==> config.mk <==
export PLATFORM = sky130hd
export DESIGN_NAME = gimbal_control_frame_encoder_top
export DESIGN_NICKNAME = d
export VERILOG_FILES = /design/src/gcfe_pkg.sv /design/src/gcfe_serializer.sv /design/src/gimbal_control_frame_encoder_top.sv
export SDC_FILE = /design/constraint.sdc
export NUM_CORES = 1
export LEC_CHECK = 0
export BUFFER_PORTS_ARGS = -buffer_cell sky130_fd_sc_hd__buf_2
export CORE_ASPECT_RATIO = 0.8
export CORE_UTILIZATION = 57
export DETAILED_ROUTE_END_ITERATION = 7
export PLACE_DENSITY_LB_ADDON = 0.3
export SETUP_SLACK_MARGIN = 0.5
export SLEW_MARGIN = 25
export SYNTH_ARGS = -nofsm -noshare
export SYNTH_HDL_FRONTEND = slang
export SYNTH_SLANG_ARGS = --single-unit
==> constraint.sdc <==
create_clock -name clk -period 4.14 [get_ports clk]
set_clock_uncertainty 0.1 [all_clocks]
set_input_delay 0.207 -clock clk [delete_from_list [all_inputs] [get_ports clk]]
set_output_delay 0.207 -clock clk [all_outputs]
set_load 0.03 [all_outputs]
==> src/gcfe_pkg.sv <==
// Shared types, constants and the CRC-16 byte update for the gimbal control frame encoder.
// No dependencies; used by gcfe_serializer, gimbal_control_frame_encoder_top and gcfe_checker.
package gcfe_pkg;

  localparam int unsigned BYTE_W     = 8;
  localparam int unsigned CMD_W      = 16;
  localparam int unsigned POS_W      = 4;
  localparam int unsigned CFG_IDX_W  = 8;

  // Frame layout
  localparam logic [POS_W-1:0] POS_START   = 4'd0;
  localparam logic [POS_W-1:0] POS_LEN     = 4'd1;
  localparam logic [POS_W-1:0] POS_CMD     = 4'd2;
  localparam logic [POS_W-1:0] POS_PITCH_L = 4'd3;
  localparam logic [POS_W-1:0] POS_PITCH_H = 4'd4;
  localparam logic [POS_W-1:0] POS_YAW_L   = 4'd5;
  localparam logic [POS_W-1:0] POS_YAW_H   = 4'd6;
  localparam logic [POS_W-1:0] POS_CRC_L   = 4'd7;
  localparam logic [POS_W-1:0] POS_CRC_H   = 4'd8;

  localparam logic [BYTE_W-1:0] LEN_CODE = 8'd4;

  // CRC-16/CCITT-FALSE
  localparam logic [15:0] CRC_INIT = 16'hFFFF;
  localparam logic [15:0] CRC_POLY = 16'h1021;

  // Configuration register indexes
  localparam logic [CFG_IDX_W-1:0] CFG_START_BYTE   = 8'd0;
  localparam logic [CFG_IDX_W-1:0] CFG_COMMAND_CODE = 8'd1;

  // Frame load request from the top level to the serializer
  typedef struct packed {
    logic              load;
    logic [BYTE_W-1:0] start_byte;
    logic [BYTE_W-1:0] command_code;
    logic [CMD_W-1:0]  pitch;
    logic [CMD_W-1:0]  yaw;
  } frame_req_t;

  // One byte through the CRC, MSB first
  function automatic logic [15:0] crc16_byte(input logic [15:0] crc_in,
                                             input logic [BYTE_W-1:0] data);
    logic [15:0] acc;
    acc = crc_in ^ {data, 8'h00};
    for (int b = 0; b < 8; b++) begin
      if (acc[15]) begin
        acc = {acc[14:0], 1'b0} ^ CRC_POLY;
      end else begin
        acc = {acc[14:0], 1'b0};
      end
    end
    return acc;
  endfunction

endpackage

==> src/gcfe_serializer.sv <==
// Frame serializer: emits the nine frame bytes one per cycle, folding the CRC in as it goes.
// Depends on gcfe_pkg.
module gcfe_serializer (
  input  logic                       clk,
  input  logic                       rst_n,
  input  gcfe_pkg::frame_req_t       req,
  output logic                       can_load,
  output logic                       out_valid,
  output logic [gcfe_pkg::BYTE_W-1:0] out_tx_byte,
  output logic [gcfe_pkg::POS_W-1:0]  out_byte_position,
  output logic                       out_frame_end
);

  logic                        active_r, active_nxt;
  logic [gcfe_pkg::POS_W-1:0]  pos_r, pos_nxt;
  logic [15:0]                 crc_r, crc_nxt;
  logic [gcfe_pkg::BYTE_W-1:0] start_r, cmd_r;
  logic [gcfe_pkg::CMD_W-1:0]  pitch_r, yaw_r;
  logic [gcfe_pkg::BYTE_W-1:0] cur_byte;

  logic                        out_valid_r;
  logic [gcfe_pkg::BYTE_W-1:0] out_byte_r;
  logic [gcfe_pkg::POS_W-1:0]  out_pos_r;
  logic                        out_end_r;

  // A new frame may start when idle or on the last byte of the current one
  assign can_load = !active_r || (pos_r == gcfe_pkg::POS_CRC_H);

  // Byte mux for the current position
  always_comb begin
    case (pos_r)
      gcfe_pkg::POS_START:   cur_byte = start_r;
      gcfe_pkg::POS_LEN:     cur_byte = gcfe_pkg::LEN_CODE;
      gcfe_pkg::POS_CMD:     cur_byte = cmd_r;
      gcfe_pkg::POS_PITCH_L: cur_byte = pitch_r[7:0];
      gcfe_pkg::POS_PITCH_H: cur_byte = pitch_r[15:8];
      gcfe_pkg::POS_YAW_L:   cur_byte = yaw_r[7:0];
      gcfe_pkg::POS_YAW_H:   cur_byte = yaw_r[15:8];
      gcfe_pkg::POS_CRC_L:   cur_byte = crc_r[7:0];
      gcfe_pkg::POS_CRC_H:   cur_byte = crc_r[15:8];
      default:               cur_byte = '0;
    endcase
  end

  // Sequencing and running CRC
  always_comb begin
    active_nxt = active_r;
    pos_nxt    = pos_r;
    crc_nxt    = crc_r;
    if (req.load && can_load) begin
      active_nxt = 1'b1;
      pos_nxt    = gcfe_pkg::POS_START;
      crc_nxt    = gcfe_pkg::CRC_INIT;
    end else if (active_r) begin
      pos_nxt = pos_r + 4'd1;
      if (pos_r == gcfe_pkg::POS_CRC_H) begin
        active_nxt = 1'b0;
      end
      if (pos_r < gcfe_pkg::POS_CRC_L) begin
        crc_nxt = gcfe_pkg::crc16_byte(crc_r, cur_byte);
      end
    end
  end

  // Control state
  always_ff @(posedge clk) begin
    if (!rst_n) begin
      active_r    <= 1'b0;
      pos_r       <= '0;
      out_valid_r <= 1'b0;
    end else begin
      active_r    <= active_nxt;
      pos_r       <= pos_nxt;
      out_valid_r <= active_r;
    end
  end

  // Payload: frame fields, CRC and result register
  always_ff @(posedge clk) begin
    crc_r <= crc_nxt;
    if (req.load && can_load) begin
      start_r <= req.start_byte;
      cmd_r   <= req.command_code;
      pitch_r <= req.pitch;
      yaw_r   <= req.yaw;
    end
    out_byte_r <= cur_byte;
    out_pos_r  <= pos_r;
    out_end_r  <= active_r && (pos_r == gcfe_pkg::POS_CRC_H);
  end

  assign out_valid         = out_valid_r;
  assign out_tx_byte       = out_byte_r;
  assign out_byte_position = out_pos_r;
  assign out_frame_end     = out_valid_r && out_end_r;

endmodule

==> src/gimbal_control_frame_encoder_top.sv <==
// Gimbal control frame encoder, top level: command input, configuration registers,
// one-deep command holding register. Depends on gcfe_pkg and gcfe_serializer.
//
// Usage:
//   Command channel: a pitch/yaw pair is transferred at a rising edge with start high
//   and busy low. Each command turns into one nine-byte frame: start byte, length 4,
//   command code, pitch LE, yaw LE, CRC-16/CCITT-FALSE over the first seven bytes LE.
//   Result channel: out_valid strobes each byte for one cycle with its position;
//   out_frame_end marks the CRC high byte. The receiver takes every byte as shown.
//   When the serializer is idle, a command goes from the holding register into the
//   serializer's position register, then its output register; the nine bytes follow in
//   consecutive cycles. The one-byte-per-cycle serializer sets the frame rate.
//   A holding register takes the next command while the current frame is still
//   going out, so back-to-back frames leave with no gap.
//   Configuration: cfg_ready is always high; index 0 is the start byte, index 1 the
//   command code, other indexes are dropped. Write only while the block is idle.
//   Reset (synchronous, rst_n low): holding register and serializer go empty,
//   both configuration registers read 0, no output strobes.
module gimbal_control_frame_encoder_top (
  input  logic                          clk,
  input  logic                          rst_n,
  // command channel
  input  logic                          start,
  output logic                          busy,
  input  logic signed [gcfe_pkg::CMD_W-1:0] in_pitch_cdeg,
  input  logic signed [gcfe_pkg::CMD_W-1:0] in_yaw_cdeg,
  // result channel
  output logic                          out_valid,
  output logic [gcfe_pkg::BYTE_W-1:0]   out_tx_byte,
  output logic [gcfe_pkg::POS_W-1:0]    out_byte_position,
  output logic                          out_frame_end,
  // configuration channel
  input  logic                          cfg_valid,
  output logic                          cfg_ready,
  input  logic [gcfe_pkg::CFG_IDX_W-1:0] cfg_index,
  input  logic [gcfe_pkg::BYTE_W-1:0]   cfg_data
);

  logic [gcfe_pkg::BYTE_W-1:0] start_byte_r, command_code_r;
  logic                        pend_valid_r, pend_valid_nxt;
  logic [gcfe_pkg::CMD_W-1:0]  pend_pitch_r, pend_yaw_r;
  logic                        in_xfer;
  logic                        can_load;
  gcfe_pkg::frame_req_t        req;

  assign cfg_ready = 1'b1;
  assign busy      = pend_valid_r;
  assign in_xfer   = start && !busy;

  // Configuration registers
  always_ff @(posedge clk) begin
    if (!rst_n) begin
      start_byte_r   <= '0;
      command_code_r <= '0;
    end else if (cfg_valid && cfg_ready) begin
      case (cfg_index)
        gcfe_pkg::CFG_START_BYTE:   start_byte_r   <= cfg_data;
        gcfe_pkg::CFG_COMMAND_CODE: command_code_r <= cfg_data;
        default: ;
      endcase
    end
  end

  // Holding register: filled on transfer, emptied when the serializer takes it
  always_comb begin
    pend_valid_nxt = pend_valid_r;
    if (pend_valid_r && can_load) begin
      pend_valid_nxt = 1'b0;
    end
    if (in_xfer) begin
      pend_valid_nxt = 1'b1;
    end
  end

  always_ff @(posedge clk) begin
    if (!rst_n) begin
      pend_valid_r <= 1'b0;
    end else begin
      pend_valid_r <= pend_valid_nxt;
    end
  end

  always_ff @(posedge clk) begin
    if (in_xfer) begin
      pend_pitch_r <= in_pitch_cdeg;
      pend_yaw_r   <= in_yaw_cdeg;
    end
  end

  // Load request toward the serializer
  always_comb begin
    req.load         = pend_valid_r;
    req.start_byte   = start_byte_r;
    req.command_code = command_code_r;
    req.pitch        = pend_pitch_r;
    req.yaw          = pend_yaw_r;
  end

  gcfe_serializer u_ser (
    .clk               (clk),
    .rst_n             (rst_n),
    .req               (req),
    .can_load          (can_load),
    .out_valid         (out_valid),
    .out_tx_byte       (out_tx_byte),
    .out_byte_position (out_byte_position),
    .out_frame_end     (out_frame_end)
  );

endmodule

Word level (Yosys, flattened, before mapping)
Index checks and enable logic that the tools add are counted. Widths: inputs -> output; s select.

Flip-flop bits (word level): 132. Input port bits: 52. Output and inout bits: 16. Logic and storage cells: 86.

Add/subtract/negate cells: 1. $lt $le $gt $ge: 1. Equal/unequal tests: 9. Mux-type cells: 35. Bitwise logic cells: 10. Reductions and logical operators: 14.

Operator list (number): $mux 16 (21); $mux 13 (8); $pmux 8 s9 (1); $not 3->3 (8); $eq 4x3->1 const B (4); $xor 16x16->16 (1); $eq 4x2->1 const B (2); $eq 8x1->1 const B (1); $logic_not 8->1 (1); $reduce_and 2->1 (3); $mux 1 (5); $add 4x1->4 const B (1); $eq 4x1->1 const B (1); $eq 4x4->1 const B (1); $logic_and 1x1->1 (4); $logic_not 4->1 (1); $lt 4x3->1 const B (1); $logic_not 1->1 (2); $reduce_bool 2->1 (1); $reduce_or 2->1 (1); $logic_or 1x1->1 (1); $not 1->1 (1).

Depth between registers and ports, before layout
Gate-level depths: netlist (run 1).

Depth after elaboration: 40. Depth in mapped cells: 10. Gate-level depth less buffers: 8.

By module
From an unflattened synthesis (run 1), not the netlist that was laid out.

Cell total of the unflattened synthesis: 385. Area total of the unflattened synthesis: 5167.5 um^2.

By module, submodules not included: gcfe_serializer (instances 1, cells an instance 283, area an instance 3495.9 um^2, sequential area each 2142.1 um^2); gimbal_control_frame_encoder_top (instances 1, cells an instance 102, area an instance 1671.6 um^2, sequential area each 1301.2 um^2).

Worst setup path after synthesis (run 1)
OpenSTA, ideal clock, no wires.

Kind: register -> register. From: register u_ser.pos_r[0] in the netlist's numbering. To: register u_ser.crc_r[12]. Setup time: 0.136 ns. Arrival: 2.825 ns. Data required time: 3.904 ns. Setup slack: 1.079 ns. Cell stages (with the launch flop): 11. Buffers on the path: 2. Period minus slack after synthesis: 3.061 ns. Cells stage by stage: dfxtp_1 > inv_1 > ha_1 > buf_4 > buf_4 > nand3b_1 > nand2_1 > nand2_1 > clkinv_1 > a21oi_1 > o211ai_1.

Cells in the longest elaborated chain, start to end: 33. Elaborated cells on any way between the ends: 46. Classes of those cells: order compare (1); eq/ne (8); mux (30); bitwise (3); reduce/logical (4).

RTL lines: start: declaration (line gcfe_serializer.sv:15) `logic [gcfe_pkg::POS_W-1:0] pos_r, pos_nxt;`; start signal: assignment (line gcfe_serializer.sv:73) `pos_r <= pos_nxt;`; $eq 4x4->1 (tied with other cells) (line gcfe_serializer.sv:27, gcfe_serializer.sv:31); $pmux 8 s9 (line gcfe_serializer.sv:31) `case (pos_r)`; $xor 16x16->16 (line gcfe_pkg.sv:44) `acc = crc_in ^ {data, 8'h00};`; $mux 13 (line gcfe_pkg.sv:46) `if (acc[15]) begin`; $mux 16 (line gcfe_serializer.sv:59) `if (pos_r < gcfe_pkg::POS_CRC_L) begin`; $mux 16 (line gcfe_serializer.sv:54) `end else if (active_r) begin`; $mux 16 (line gcfe_serializer.sv:50) `if (req.load && can_load) begin`; $mux 13 (line gcfe_pkg.sv:46); [17 not listed]; $mux 16 (line gcfe_serializer.sv:54); $mux 16 (line gcfe_serializer.sv:50); $mux 13 (line gcfe_pkg.sv:46); $mux 16 (line gcfe_serializer.sv:59); $mux 16 (line gcfe_serializer.sv:54); $mux 16 (line gcfe_serializer.sv:50); $not 3->3 (no source line); $mux 13 (line gcfe_pkg.sv:46); end signal: assignment (line gcfe_serializer.sv:80) `crc_r <= crc_nxt;`; end: declaration (line gcfe_serializer.sv:16) `logic [15:0] crc_r, crc_nxt;`.

Several ways; a longest one is shown, not always the timed one. The select of a mux whose other input is x is not followed. A chain may end at the register's enable or synchronous reset.

Worst setup path in the final report (run 1)
From: register u_ser.pos_r[1] in the netlist's numbering. To: register u_ser.crc_r[15].

Cells in the longest elaborated chain, start to end: 27. Elaborated cells on any way between the ends: 39. Classes of those cells: order compare (1); eq/ne (8); mux (24); bitwise (2); reduce/logical (4).

RTL lines (line): $eq 4x4->1 (tied with other cells) (gcfe_serializer.sv:27, gcfe_serializer.sv:31); $pmux 8 s9 (gcfe_serializer.sv:31); $xor 16x16->16 (gcfe_pkg.sv:44); $not 3->3 (no source line); $mux 13 (gcfe_pkg.sv:46); $mux 16 (gcfe_serializer.sv:59); $mux 16 (gcfe_serializer.sv:54); $mux 16 (gcfe_serializer.sv:50); [11 not listed]; $mux 16 (gcfe_serializer.sv:54); $mux 16 (gcfe_serializer.sv:50); $mux 16 (gcfe_serializer.sv:59); $mux 16 (gcfe_serializer.sv:54); $mux 16 (gcfe_serializer.sv:50); $mux 16 (gcfe_serializer.sv:59); $mux 16 (gcfe_serializer.sv:54); $mux 16 (gcfe_serializer.sv:50).

Several ways; a longest one is shown, not always the timed one. The select of a mux whose other input is x is not followed.

==> results of run 1 <==
## layout make-up
| type | count | area (um^2) | area share |
|---|---|---|---|
| clock buffers | 20 | 437 | 0.0656 |
| clock inverters | 12 | 114 | 0.0171 |
| inverters | 9 | 33.8 | 0.00508 |
| multi-input cells | 247 | 1700 | 0.256 |
| flip-flops and latches | 132 | 3440 | 0.518 |
| well taps | 115 | 144 | 0.0216 |
| repair buffers | 112 | 778 | 0.117 |
## critical path, stage by stage, from the launching register on
cell and delay (ps):
dfxtp_1 430, ha_1 690, a222oi_1 280, a21oi_1 370
a211oi_2 170, o211a_2 320, or4_1 480, o2111ai_1 100
## placed cells by master (no fill, tap or decap), types with 6 or more instances in the layout
master / netlist / final
xnor2_1: 7 / 7
nor2_1: 15 / 15
edfxtp_1: 80 / 80
dfxtp_1: 52 / 51
o21ai_0: 10 / 10
nor2b_1: 18 / 17
dlygate4sd3_1: 0 / 41
a22oi_1: 9 / 9
clkbuf_16: 0 / 17
and2_1: 6 / 6
o211ai_1: 13 / 13
nand3_1: 14 / 14
buf_2: 4 / 66
or3_1: 6 / 6
mux2i_1: 27 / 27
a21oi_1: 13 / 13
nand2_1: 28 / 28
inv_1: 8 / 8
## sequential cells by signal, summed over array words and instances, names as in the netlist
name                     count
u_ser.active_r               1
busy                         1
u_ser.out_tx_byte            8
u_ser.out_end_r              1
pend_yaw_r                  16
pend_pitch_r                16
u_ser.pitch_r               16
u_ser.out_byte_position      4
u_ser.out_valid              1
start_byte_r                 8
command_code_r               8
u_ser.start_r                8
u_ser.cmd_r                  8
u_ser.crc_r                 16
u_ser.pos_r                  4
u_ser.yaw_r                 16
## metal layers
metal / wire length, um / vias up / share of wire
li1: - / 1765 / -
met1: 4810 / 1747 / 0.42
met2: 5480 / 156 / 0.48
met3: 788 / 20 / 0.070
met4: 240 / 0 / 0.021
met5: 0 / - / 0
## path summary, 6_finish.rpt
| check | start | endpoint | slack, ps | cells past startpoint |
|---|---|---|---|---|
| max | u_ser.pos_r[1] | u_ser.crc_r[15] | 1120 | 7 |
| min | rst_n | command_code_r[0] | 90 | 2 |
| max reg2reg | u_ser.pos_r[1] | u_ser.crc_r[15] | 1120 | 7 |
| min reg2reg | pend_yaw_r[5] | u_ser.yaw_r[5] | 320 | 0 |
## power by group through the flow
stage	clock (mW)	sequential, mW	combinational [mW]
2_1_floorplan	0	1.65	0.374
3_3_place_gp	0	1.66	0.497
3_5_place_dp	0	1.67	0.507
4_1_cts	1.41	1.64	0.540
5_1_grt	1.47	1.66	0.605
6_report	1.39	1.65	0.545
## logic make-up (layout without fill, tap and decap cells)
group	Yosys count	in the layout	synth area share
flip-flops	132	132	0.651
AND/OR/NAND/NOR	117	117	0.118
other	1	1	0.000709
adder cells (fa/ha/maj)	4	4	0.00946
AO/OA/AOI/OAI	89	89	0.124
multiplexers	28	28	0.0532
buffers and inverters	29	153	0.0279
XOR/XNOR	8	8	0.0158
## metrics by stage
stage	std cells	instance area (um^2)	total power, mW	hold WS, ps
2_1_floorplan	408	5290	2.03	206
3_3_place_gp	574	5690	2.16	283
3_5_place_dp	574	5690	2.17	285
4_1_cts	647	6650	3.59	85.0
5_1_grt	647	6650	3.73	110
6_report	647	6650	3.58	94.2
## cell usage after synthesis (5+ instances only)
master / count / area, um^2
and2_1: 6 / 37.5
mux2i_1: 27 / 270
a21oi_1: 13 / 65.1
nor2b_1: 18 / 113
nand3_1: 14 / 70.1
dfxtp_1: 52 / 1040
nand2_1: 28 / 105
xnor2_1: 7 / 61.3
edfxtp_1: 80 / 2400
inv_1: 8 / 30.0
nor2_1: 15 / 56.3
o21ai_0: 10 / 50.1
clkbuf_1: 9 / 33.8
or3_1: 6 / 37.5
o211ai_1: 13 / 97.6
buf_4: 5 / 37.5
a22oi_1: 9 / 67.6
a211o_1: 5 / 43.8
nand4_1: 5 / 31.3
==> flow_metrics.py, run 1 <==
metrics = {
    "status": {
        "status": "completed",
    },
    "route": {
        "firstDrtPassIters": 5,
        "routedWlPerCell_um": 17.5,
        "ant_nets": 0,
        "drt_iter0_drc": 268,
        "drc": 0,
        "wirelength_mm": 11.3,
        "drt-vias-per-instance": 5.70,
        "num_vias": 3688,
    },
    "power": {
        "switching_power_mw": 0.924,
        "seq_power_share": 0.460,
        "swShare": 0.258,
        "leakagePower_nw": 2.56,
        "p_per_area_nw_per_um2": 538,
        "peakVddDrop_mv": 0.379,
        "p_int_mw": 2.66,
        "power_frac_clock": 0.387,
        "p_comb_frac": 0.152,
    },
    "final_layout": {
        "fin_util": 0.736,
        "drive_gt1_frac": 0.201,
        "area_growth_syn_to_layout_pct": 25.8,
        "n_antenna_cell": 0,
        "fin_nets": 575,
        "nFillCells": 613,
    },
    "critical_path": {
        "start_kind": "flop",
        "critPathRequiredTime_ps": 4380,
        "critPathKind": "reg -> reg",
        "arrival_ps": 3250,
        "end_kind": "flop",
        "worst-path-max-fanout": 16,
    },
    "global_route": {
        "busiest_layer": "met2",
        "grtUsageMet3": 0.0841,
        "track_usage": 0.265,
        "grt_pass1_vias": 3643,
        "antenna_found_initial": 0,
        "grt_overflow": 0,
        "met2_usage": 0.422,
        "grt_pass1_wl_mm": 18.4,
        "grt_max_degree": 35,
        "use_met1": 0.341,
    },
    "floorplanning": {
        "core_area_um2": 9040,
        "io_pins": 68,
        "start_util": 0.585,
        "die_area_um2": 9670,
        "fp.dieH_um": 88.2,
        "rows": 31,
        "die_w_um": 110,
    },
    "sta": {
        "max-slew-margin-rel": 0.355,
        "period_needed_ps": 3020,
        "fin_crit_sh": 0.729,
        "finalSetupTns_ps": 0,
        "drv_slew": 0,
        "fmax_mhz": 331,
        "worst_pin_slew_ps": 966,
        "worst_slack_ps": 1120,
        "finalSetupViolCount": 0,
        "rsz0062_at_grt": "false",
        "hold_viol": 0,
    },
    "cts": {
        "clockBufferDepth": 2,
        "cts.sinks": 132,
        "post-cts-setup-buffer-count": 0,
        "cts_tree": "yes",
        "htreeDepth": 4,
        "clkTransAtPathRegs_ps": 60,
        "cts_made_buffers": 17,
        "postCtsResizedCells": 0,
        "clk_latency_ps": 420,
        "hold_buffers": 41,
        "clockRootBuffer": "clkbuf_16",
    },
    "logic_synthesis": {
        "synth_seq_cells": 132,
        "synthesis.nets": 464,
        "avgSynthCellArea_um2": 13.0,
        "netlist_instances": 408,
        "synth_edf_count": 80,
        "ys_warn_count": 0,
        "netlist_area_um2": 5290,
        "yosysSeqAreaShare": 0.651,
        "yosysUniqueCellTypes": 60,
        "synthArstFlopShare": 0,
        "yosys_most_used_dff": "edfxtp_1",
    },
    "place": {
        "gp_congestion": 0.931,
        "portBuffers": 66,
        "dp.final_hpwl_mm": 7.22,
        "place_worst_setup_slack_ps": 1180,
    },
    "run": {
        "maxCapViolations": 0,
    },
    "min_path": {
        "hold_class": "in -> reg",
    },
}
No activity file was read; power rests on OpenSTA's default activity.
==> run 2: changes to the inputs <==
--- a/config.mk
+++ b/config.mk
@@ -5,6 +5,7 @@
 export SDC_FILE = /design/constraint.sdc
 export NUM_CORES = 1
 export LEC_CHECK = 0
+export ABC_AREA = 1
 export BUFFER_PORTS_ARGS = -buffer_cell sky130_fd_sc_hd__buf_2
 export CORE_ASPECT_RATIO = 0.8
 export CORE_UTILIZATION = 57
==> constraint.sdc (replaced) <==
create_clock -name clk -period 2.8 [get_ports clk]
set_clock_uncertainty 0.1 [all_clocks]
set_input_delay 0.14 -clock clk [delete_from_list [all_inputs] [get_ports clk]]
set_output_delay 0.14 -clock clk [all_outputs]
set_load 0.03 [all_outputs]
==> run 2 against run 1 <==
Critical path depth grew 7. Non-clock buffer count grew 13. Total power grew 44%. Count of clock-buffer cells in the layout shrank 2. Critical path type unchanged. Highest routed layer unchanged.
==> flow_metrics.py, run 2 <==
metrics = {
    "place": {
        "numPlacedInstances": 706,
        "dp.final_hpwl_mm": 7.79,
        "place_worst_setup_slack_ps": 420,
        "portBuffers": 66,
        "gp_congestion": 0.918,
    },
    "global_route": {
        "grt_pass1_wl_mm": 19.0,
        "antenna_found_initial": 0,
        "track_usage": 0.273,
        "grt_overflow": 0,
        "grt_pass1_vias": 3930,
        "grt_max_degree": 36,
    },
    "route": {
        "num_vias": 4211,
        "wirelength_mm": 12.3,
        "drt_iter0_drc": 356,
        "drc": 0,
        "routedWlPerCell_um": 15.6,
        "ant_nets": 0,
        "drt-vias-per-instance": 5.34,
        "firstDrtPassIters": 5,
    },
    "logic_synthesis": {
        "synth_seq_cells": 132,
        "yosysTopAreaCell": "edfxtp_1",
        "avgSynthCellArea_um2": 10.0,
        "synthArstFlopShare": 0,
        "netlist_instances": 533,
        "yosysUniqueCellTypes": 32,
        "synthesis.nets": 589,
        "yosysSeqAreaShare": 0.645,
        "synth_edf_count": 80,
        "ys_top_cells_by_count": "nand2_1 (129), edfxtp_1 (80), nand3_1 (72)",
        "yosys.area.top_type_share": 0.450,
        "netlist_area_um2": 5340,
        "ys_warn_count": 0,
        "synth_area_leaders": "edfxtp_1 (45%), dfxtp_1 (19%), nand2_1 (9.1%)",
        "yosys.cell_count.top_type": "nand2_1",
        "yosys_most_used_dff": "edfxtp_1",
    },
    "floorplanning": {
        "start_util": 0.588,
        "die_area_um2": 9760,
        "fp.dieH_um": 88.6,
        "io_pins": 68,
        "die_w_um": 110,
        "rows": 31,
        "core_area_um2": 9080,
    },
    "power": {
        "switching_power_mw": 1.48,
        "p_per_area_nw_per_um2": 749,
        "p_total_mw": 5.17,
        "swShare": 0.287,
        "p_comb_frac": 0.146,
        "peakVddDrop_mv": 0.617,
        "p_int_mw": 3.69,
        "leakagePower_nw": 2.98,
        "seq_power_share": 0.458,
        "power_frac_clock": 0.396,
    },
    "final_layout": {
        "drive_gt1_frac": 0.230,
        "area_growth_syn_to_layout_pct": 29.4,
        "final_common_cell": "nand2_1",
        "fin_cells": 788,
        "multiInputGateArea_um2": 1640,
        "seq_area_um2": 3450,
        "layout_common_cells": "nand2_1 (127), edfxtp_1 (80), nand3_1 (72), buf_2 (66), inv_1 (52)",
        "fin_nets": 716,
        "nFillCells": 593,
        "n_antenna_cell": 0,
    },
    "critical_path": {
        "end_kind": "flop",
        "slowest_stage": "dfxtp_2",
        "cpMostUsedCell": "nand2_1",
        "arrival_ps": 2380,
        "worst-path-max-fanout": 10,
        "cpLargestDelayFamily": "simple AND/OR/NAND/NOR gates",
        "crit_chain": "ha_2 > inv_1 > nor2_2 > nand2_1 > nand2_1 > nor2_2 > nand2_2 > nand2_1 > nand2_1 > nand2_2 > nand2_2 > nand2_2 > nand2_1 > nand3_1",
        "cp_slowest_stage_delay_ps": 410,
        "critPathRequiredTime_ps": 3000,
        "start_kind": "flop",
        "critPathBufInv": 1,
        "critPathKind": "reg -> reg",
    },
    "cts": {
        "cts_made_buffers": 17,
        "cts_tree": "yes",
        "clockBufferDepth": 2,
        "clkTransAtPathRegs_ps": 60,
        "clockRootBuffer": "clkbuf_16",
        "htreeDepth": 4,
        "clk_latency_ps": 420,
        "cts.sinks": 132,
    },
    "sta": {
        "rsz0062_at_grt": "true",
        "max-slew-margin-rel": 0.647,
        "finalSetupTns_ps": 0,
        "fmax_mhz": 458,
        "period_needed_ps": 2180,
        "worst_pin_slew_ps": 528,
        "fin_crit_sh": 0.779,
        "finalSetupViolCount": 0,
        "drv_slew": 0,
        "worst_slack_ps": 618,
        "hold_viol": 0,
    },
    "min_path": {
        "hold_class": "in -> reg",
    },
    "run": {
        "maxCapViolations": 0,
    },
    "status": {
        "status": "completed",
    },
}
## run 2: cell types whose count changed in the layout (fill, tap and decap cells not counted), moves of 12 or more
cell | previous run | this run
nand2_1 | 28 | 127
nand3_1 | 14 | 72
inv_1 | 8 | 52
mux2i_1 | 27 | 0
o21ai_0 | 10 | 31
nor2b_1 | 17 | 0
nor2_2 | 0 | 12
## run 2: repair_timing
action | 4_1_cts | 5_1_grt
setup buffers | 0 | 6
hold buffers | 44 | 0
setup endpoints to repair | 9 | 14
hold endpoints to repair | 50 | 0
gates resized for setup | 1 | 12
pin swaps | 0 | 2
## run 2: power by group through the flow
stage	Sequential (mW)	Clock, mW	Combinational (mW)
after detailed placement	2.40	0	0.674
after CTS	2.36	2.05	0.726
final	2.37	2.05	0.756
after floorplan	2.39	0	0.476
after global routing	2.38	2.15	0.848
after global placement	2.40	0	0.653
## run 2: layout make-up
class                           instances  area share
Sequential cell                       132       0.499
Multi-Input combinational cell        325       0.238
Timing Repair Buffer                  125       0.130
Clock buffer                           18      0.0621
Inverter                               59      0.0330
Tap cell                              115      0.0208
Clock inverter                         14      0.0170
## run 2: worst paths after layout
| check | start | end | slack [ps] | cells after the start |
|---|---|---|---|---|
| max | u_ser.pos_r[0] | u_ser.crc_r[15] | 620 | 14 |
| min | cfg_valid | start_byte_r[7] | 90 | 4 |
| max reg2reg | u_ser.pos_r[0] | u_ser.crc_r[15] | 620 | 14 |
| min reg2reg | pend_yaw_r[13] | u_ser.yaw_r[13] | 310 | 0 |
## run 2: routing by layer
layer	routed length, um	share of wire	up-vias	global-route usage
met3	1030	0.083	25	0.0839
met1	5070	0.41	1928	0.342
met4	256	0.021	0	0.117
li1	-	-	2051	-
met5	0	0	-	0
met2	5970	0.48	207	0.445
## run 2: logic make-up after synthesis
family,after synthesis,share of synthesized area
AND/OR/NAND/NOR,261,0.225
flip-flops,132,0.645
buffers and inverters,76,0.0607
AO/OA/AOI/OAI,57,0.0562
adder cells (fa/ha/maj),4,0.00937
XOR/XNOR,2,0.00328
other,1,0.000702
## run 2: stage by stage
| step | cell area, um^2 | hold WS, ps | utilization |
|---|---|---|---|
| after floorplan | 5390 | 139 | - |
| after global placement | 5820 | 216 | 0.642 |
| after detailed placement | 5820 | 218 | 0.642 |
| after CTS | 6810 | 258 | 0.751 |
| after global routing | 6910 | 90.3 | 0.761 |
| final | 6910 | 87.5 | 0.761 |
## run 2: worst min-delay path: cells and delay by family
kind	cells	cell delay, ps
compound gates	1	70
simple gates	1	70
buf+inv	2	270
==> run 3: changes to the inputs <==
--- a/config.mk
+++ b/config.mk
@@ -8,7 +8,7 @@
 export ABC_AREA = 1
 export BUFFER_PORTS_ARGS = -buffer_cell sky130_fd_sc_hd__buf_2
 export CORE_ASPECT_RATIO = 0.8
-export CORE_UTILIZATION = 57
+export CORE_UTILIZATION = 52
 export DETAILED_ROUTE_END_ITERATION = 7
 export PLACE_DENSITY_LB_ADDON = 0.3
 export SETUP_SLACK_MARGIN = 0.5
==> constraint.sdc (replaced) <==
create_clock -name clk -period 1.9 [get_ports clk]
set_clock_uncertainty 0.1 [all_clocks]
set_input_delay 0.095 -clock clk [delete_from_list [all_inputs] [get_ports clk]]
set_output_delay 0.095 -clock clk [all_outputs]
set_load 0.03 [all_outputs]
==> run 3 against run 2 <==
Non-clock buffer count increased by 56. Global-route usage increased by 1.7 points. First-iteration DRC count increased by 66%. Count of clock-buffer cells in the layout decreased by 1. The flow now finishes with violations (negative setup slack). Worst setup slack got worse by 840 ps. Largest power group unchanged. Die area increased by 9.4%. Combinational power increased by 150%.
==> flow_metrics.py, run 3 (synthesis results as in run 2) <==
metrics = {
    "route": {
        "routedWlPerCell_um": 19.5,
        "drt_iter0_drc": 592,
        "wirelength_mm": 16.8,
        "drt-vias-per-instance": 5.74,
        "firstDrtPassIters": 6,
        "drc": 0,
        "ant_nets": 0,
        "num_vias": 4965,
    },
    "cts": {
        "clk_latency_ps": 430,
        "clkTransAtPathRegs_ps": 60,
        "cts_made_buffers": 17,
        "cts.sinks": 132,
        "clockRootBuffer": "clkbuf_16",
        "clockBufferDepth": 2,
        "cts_tree": "yes",
        "htreeDepth": 4,
    },
    "floorplanning": {
        "core_area_um2": 9810,
        "start_util": 0.544,
        "die_area_um2": 10700,
        "die_w_um": 115,
        "io_pins": 68,
        "fp.dieH_um": 92.6,
        "rows": 32,
    },
    "final_layout": {
        "fin_cells": 865,
        "fin_nets": 772,
        "layout_common_cells": "edfxtp_1 (80), nand2_1 (72), buf_2 (66), inv_1 (49), nand3_1 (49)",
        "drive_gt1_frac": 0.433,
        "design_area_um2": 8200,
        "n_antenna_cell": 0,
        "area_growth_syn_to_layout_pct": 53.7,
        "final_common_cell": "edfxtp_1",
    },
    "sta": {
        "fmax_mhz": 472,
        "fin_crit_sh": 1.11,
        "hold_viol": 0,
        "worst_slack_ps": -218,
        "finalSetupViolCount": 68,
        "rsz0062_at_grt": "true",
        "drv_slew": 0,
        "period_needed_ps": 2120,
    },
    "global_route": {
        "antenna_found_initial": 0,
        "grt_pass1_vias": 4519,
        "grt_max_degree": 33,
        "track_usage": 0.290,
        "grt_overflow": 0,
        "grt_pass1_wl_mm": 22.4,
    },
    "critical_path": {
        "critPathKind": "reg -> reg",
        "critPathRequiredTime_ps": 2120,
        "arrival_ps": 2330,
        "start_kind": "flop",
        "rr_startpoint": "u_ser.pos_r[1]",
        "worst-path-max-fanout": 6,
        "crit_start": "u_ser.pos_r[1]",
        "end_kind": "flop",
        "r2r_cells": 14,
    },
    "status": {
        "violations": "negative setup slack",
        "status": "complete, but fails checks",
    },
    "place": {
        "numPlacedInstances": 760,
        "dp.final_hpwl_mm": 8.47,
        "portBuffers": 66,
        "place_worst_setup_slack_ps": -210,
        "gp_congestion": 0.881,
        "placed_cell_area_um2": 6150,
    },
    "min_path": {
        "hold_class": "in -> reg",
        "hp-start": "cfg_valid",
        "hold_depth": 3,
    },
    "power": {
        "peakVddDrop_mv": 0.913,
        "leakagePower_nw": 3.55,
        "p_per_area_nw_per_um2": 1040,
    },
    "run": {
        "maxCapViolations": 0,
    },
}
## run 3: changes by cell type in the layout (fill, tap and decap cells not counted), sizes merged
cell         change
clkinv           +1
clkbuf           +2
inv              +1
bufbuf           +1
clkinvlp         -1
buf             +54
dlygate4sd3      -2
## run 3: final timing paths
path | to | slack (ps)
max | u_ser.crc_r[7] | -220
max reg2reg | u_ser.crc_r[7] | -220
min reg2reg | u_ser.pitch_r[8] | 320
min | command_code_r[4] | 60
## run 3: critical path, cell delays in order (launching register included)
cell and delay (ps):
dfxtp_4 410, inv_4 70, ha_4 200, buf_6 140
nand3_4 110, inv_2 60, nand2_2 60, nand2_2 70
nor2_4 180, nand3_2 130, nand2_4 120, buf_4 120
nand3_2 80, nand3_2 80, nand2_1 70
## run 3: cell type report
class                           instances  area (um^2)
Fill cell                             459         1610
Inverter                               59          239
Timing Repair Buffer                  181         1590
Multi-Input combinational cell        325         2190
Tap cell                              136          170
Sequential cell                       132         3460
Clock inverter                         15          135
Clock buffer                           17          425
## run 3: report_power, final
group / switching, mW / leakage, nW / total (mW) / internal [mW]
sequential: 0.221 / 1.19 / 3.53 / 3.31
clock: 1.41 / 0.273 / 3.14 / 1.72
combinational: 1.06 / 2.09 / 1.86 / 0.797
## run 3: per-stage QoR
stage               setup TNS, ps  utilization  total power, mW  hold WS (ps)
floorplan                  -15890            -             4.24          93.9
global placement            -1330        0.627             4.59           172
detailed placement          -2130        0.627             4.64           173
CTS                          -463        0.780             8.03          60.3
global route               -12090        0.836             8.79          83.5
finish                     -10160        0.836             8.53          56.3
## run 3: layer usage
metal | global-route usage | wire (um) | up-vias
met3 | 0.0923 | 1590 | 99
met4 | 0.126 | 815 | 0
met1 | 0.358 | 6120 | 2326
li1 | - | - | 2167
met2 | 0.469 | 8300 | 373
met5 | 0 | 0 | -
## run 3: repair_timing
action	4_1_cts	5_1_grt
hold endpoints to repair	55	0
pin swaps	29	46
resized for setup	85	114
setup endpoints to repair	77	86
cloned	2	3
hold buffers	42	0
setup buffers	21	5
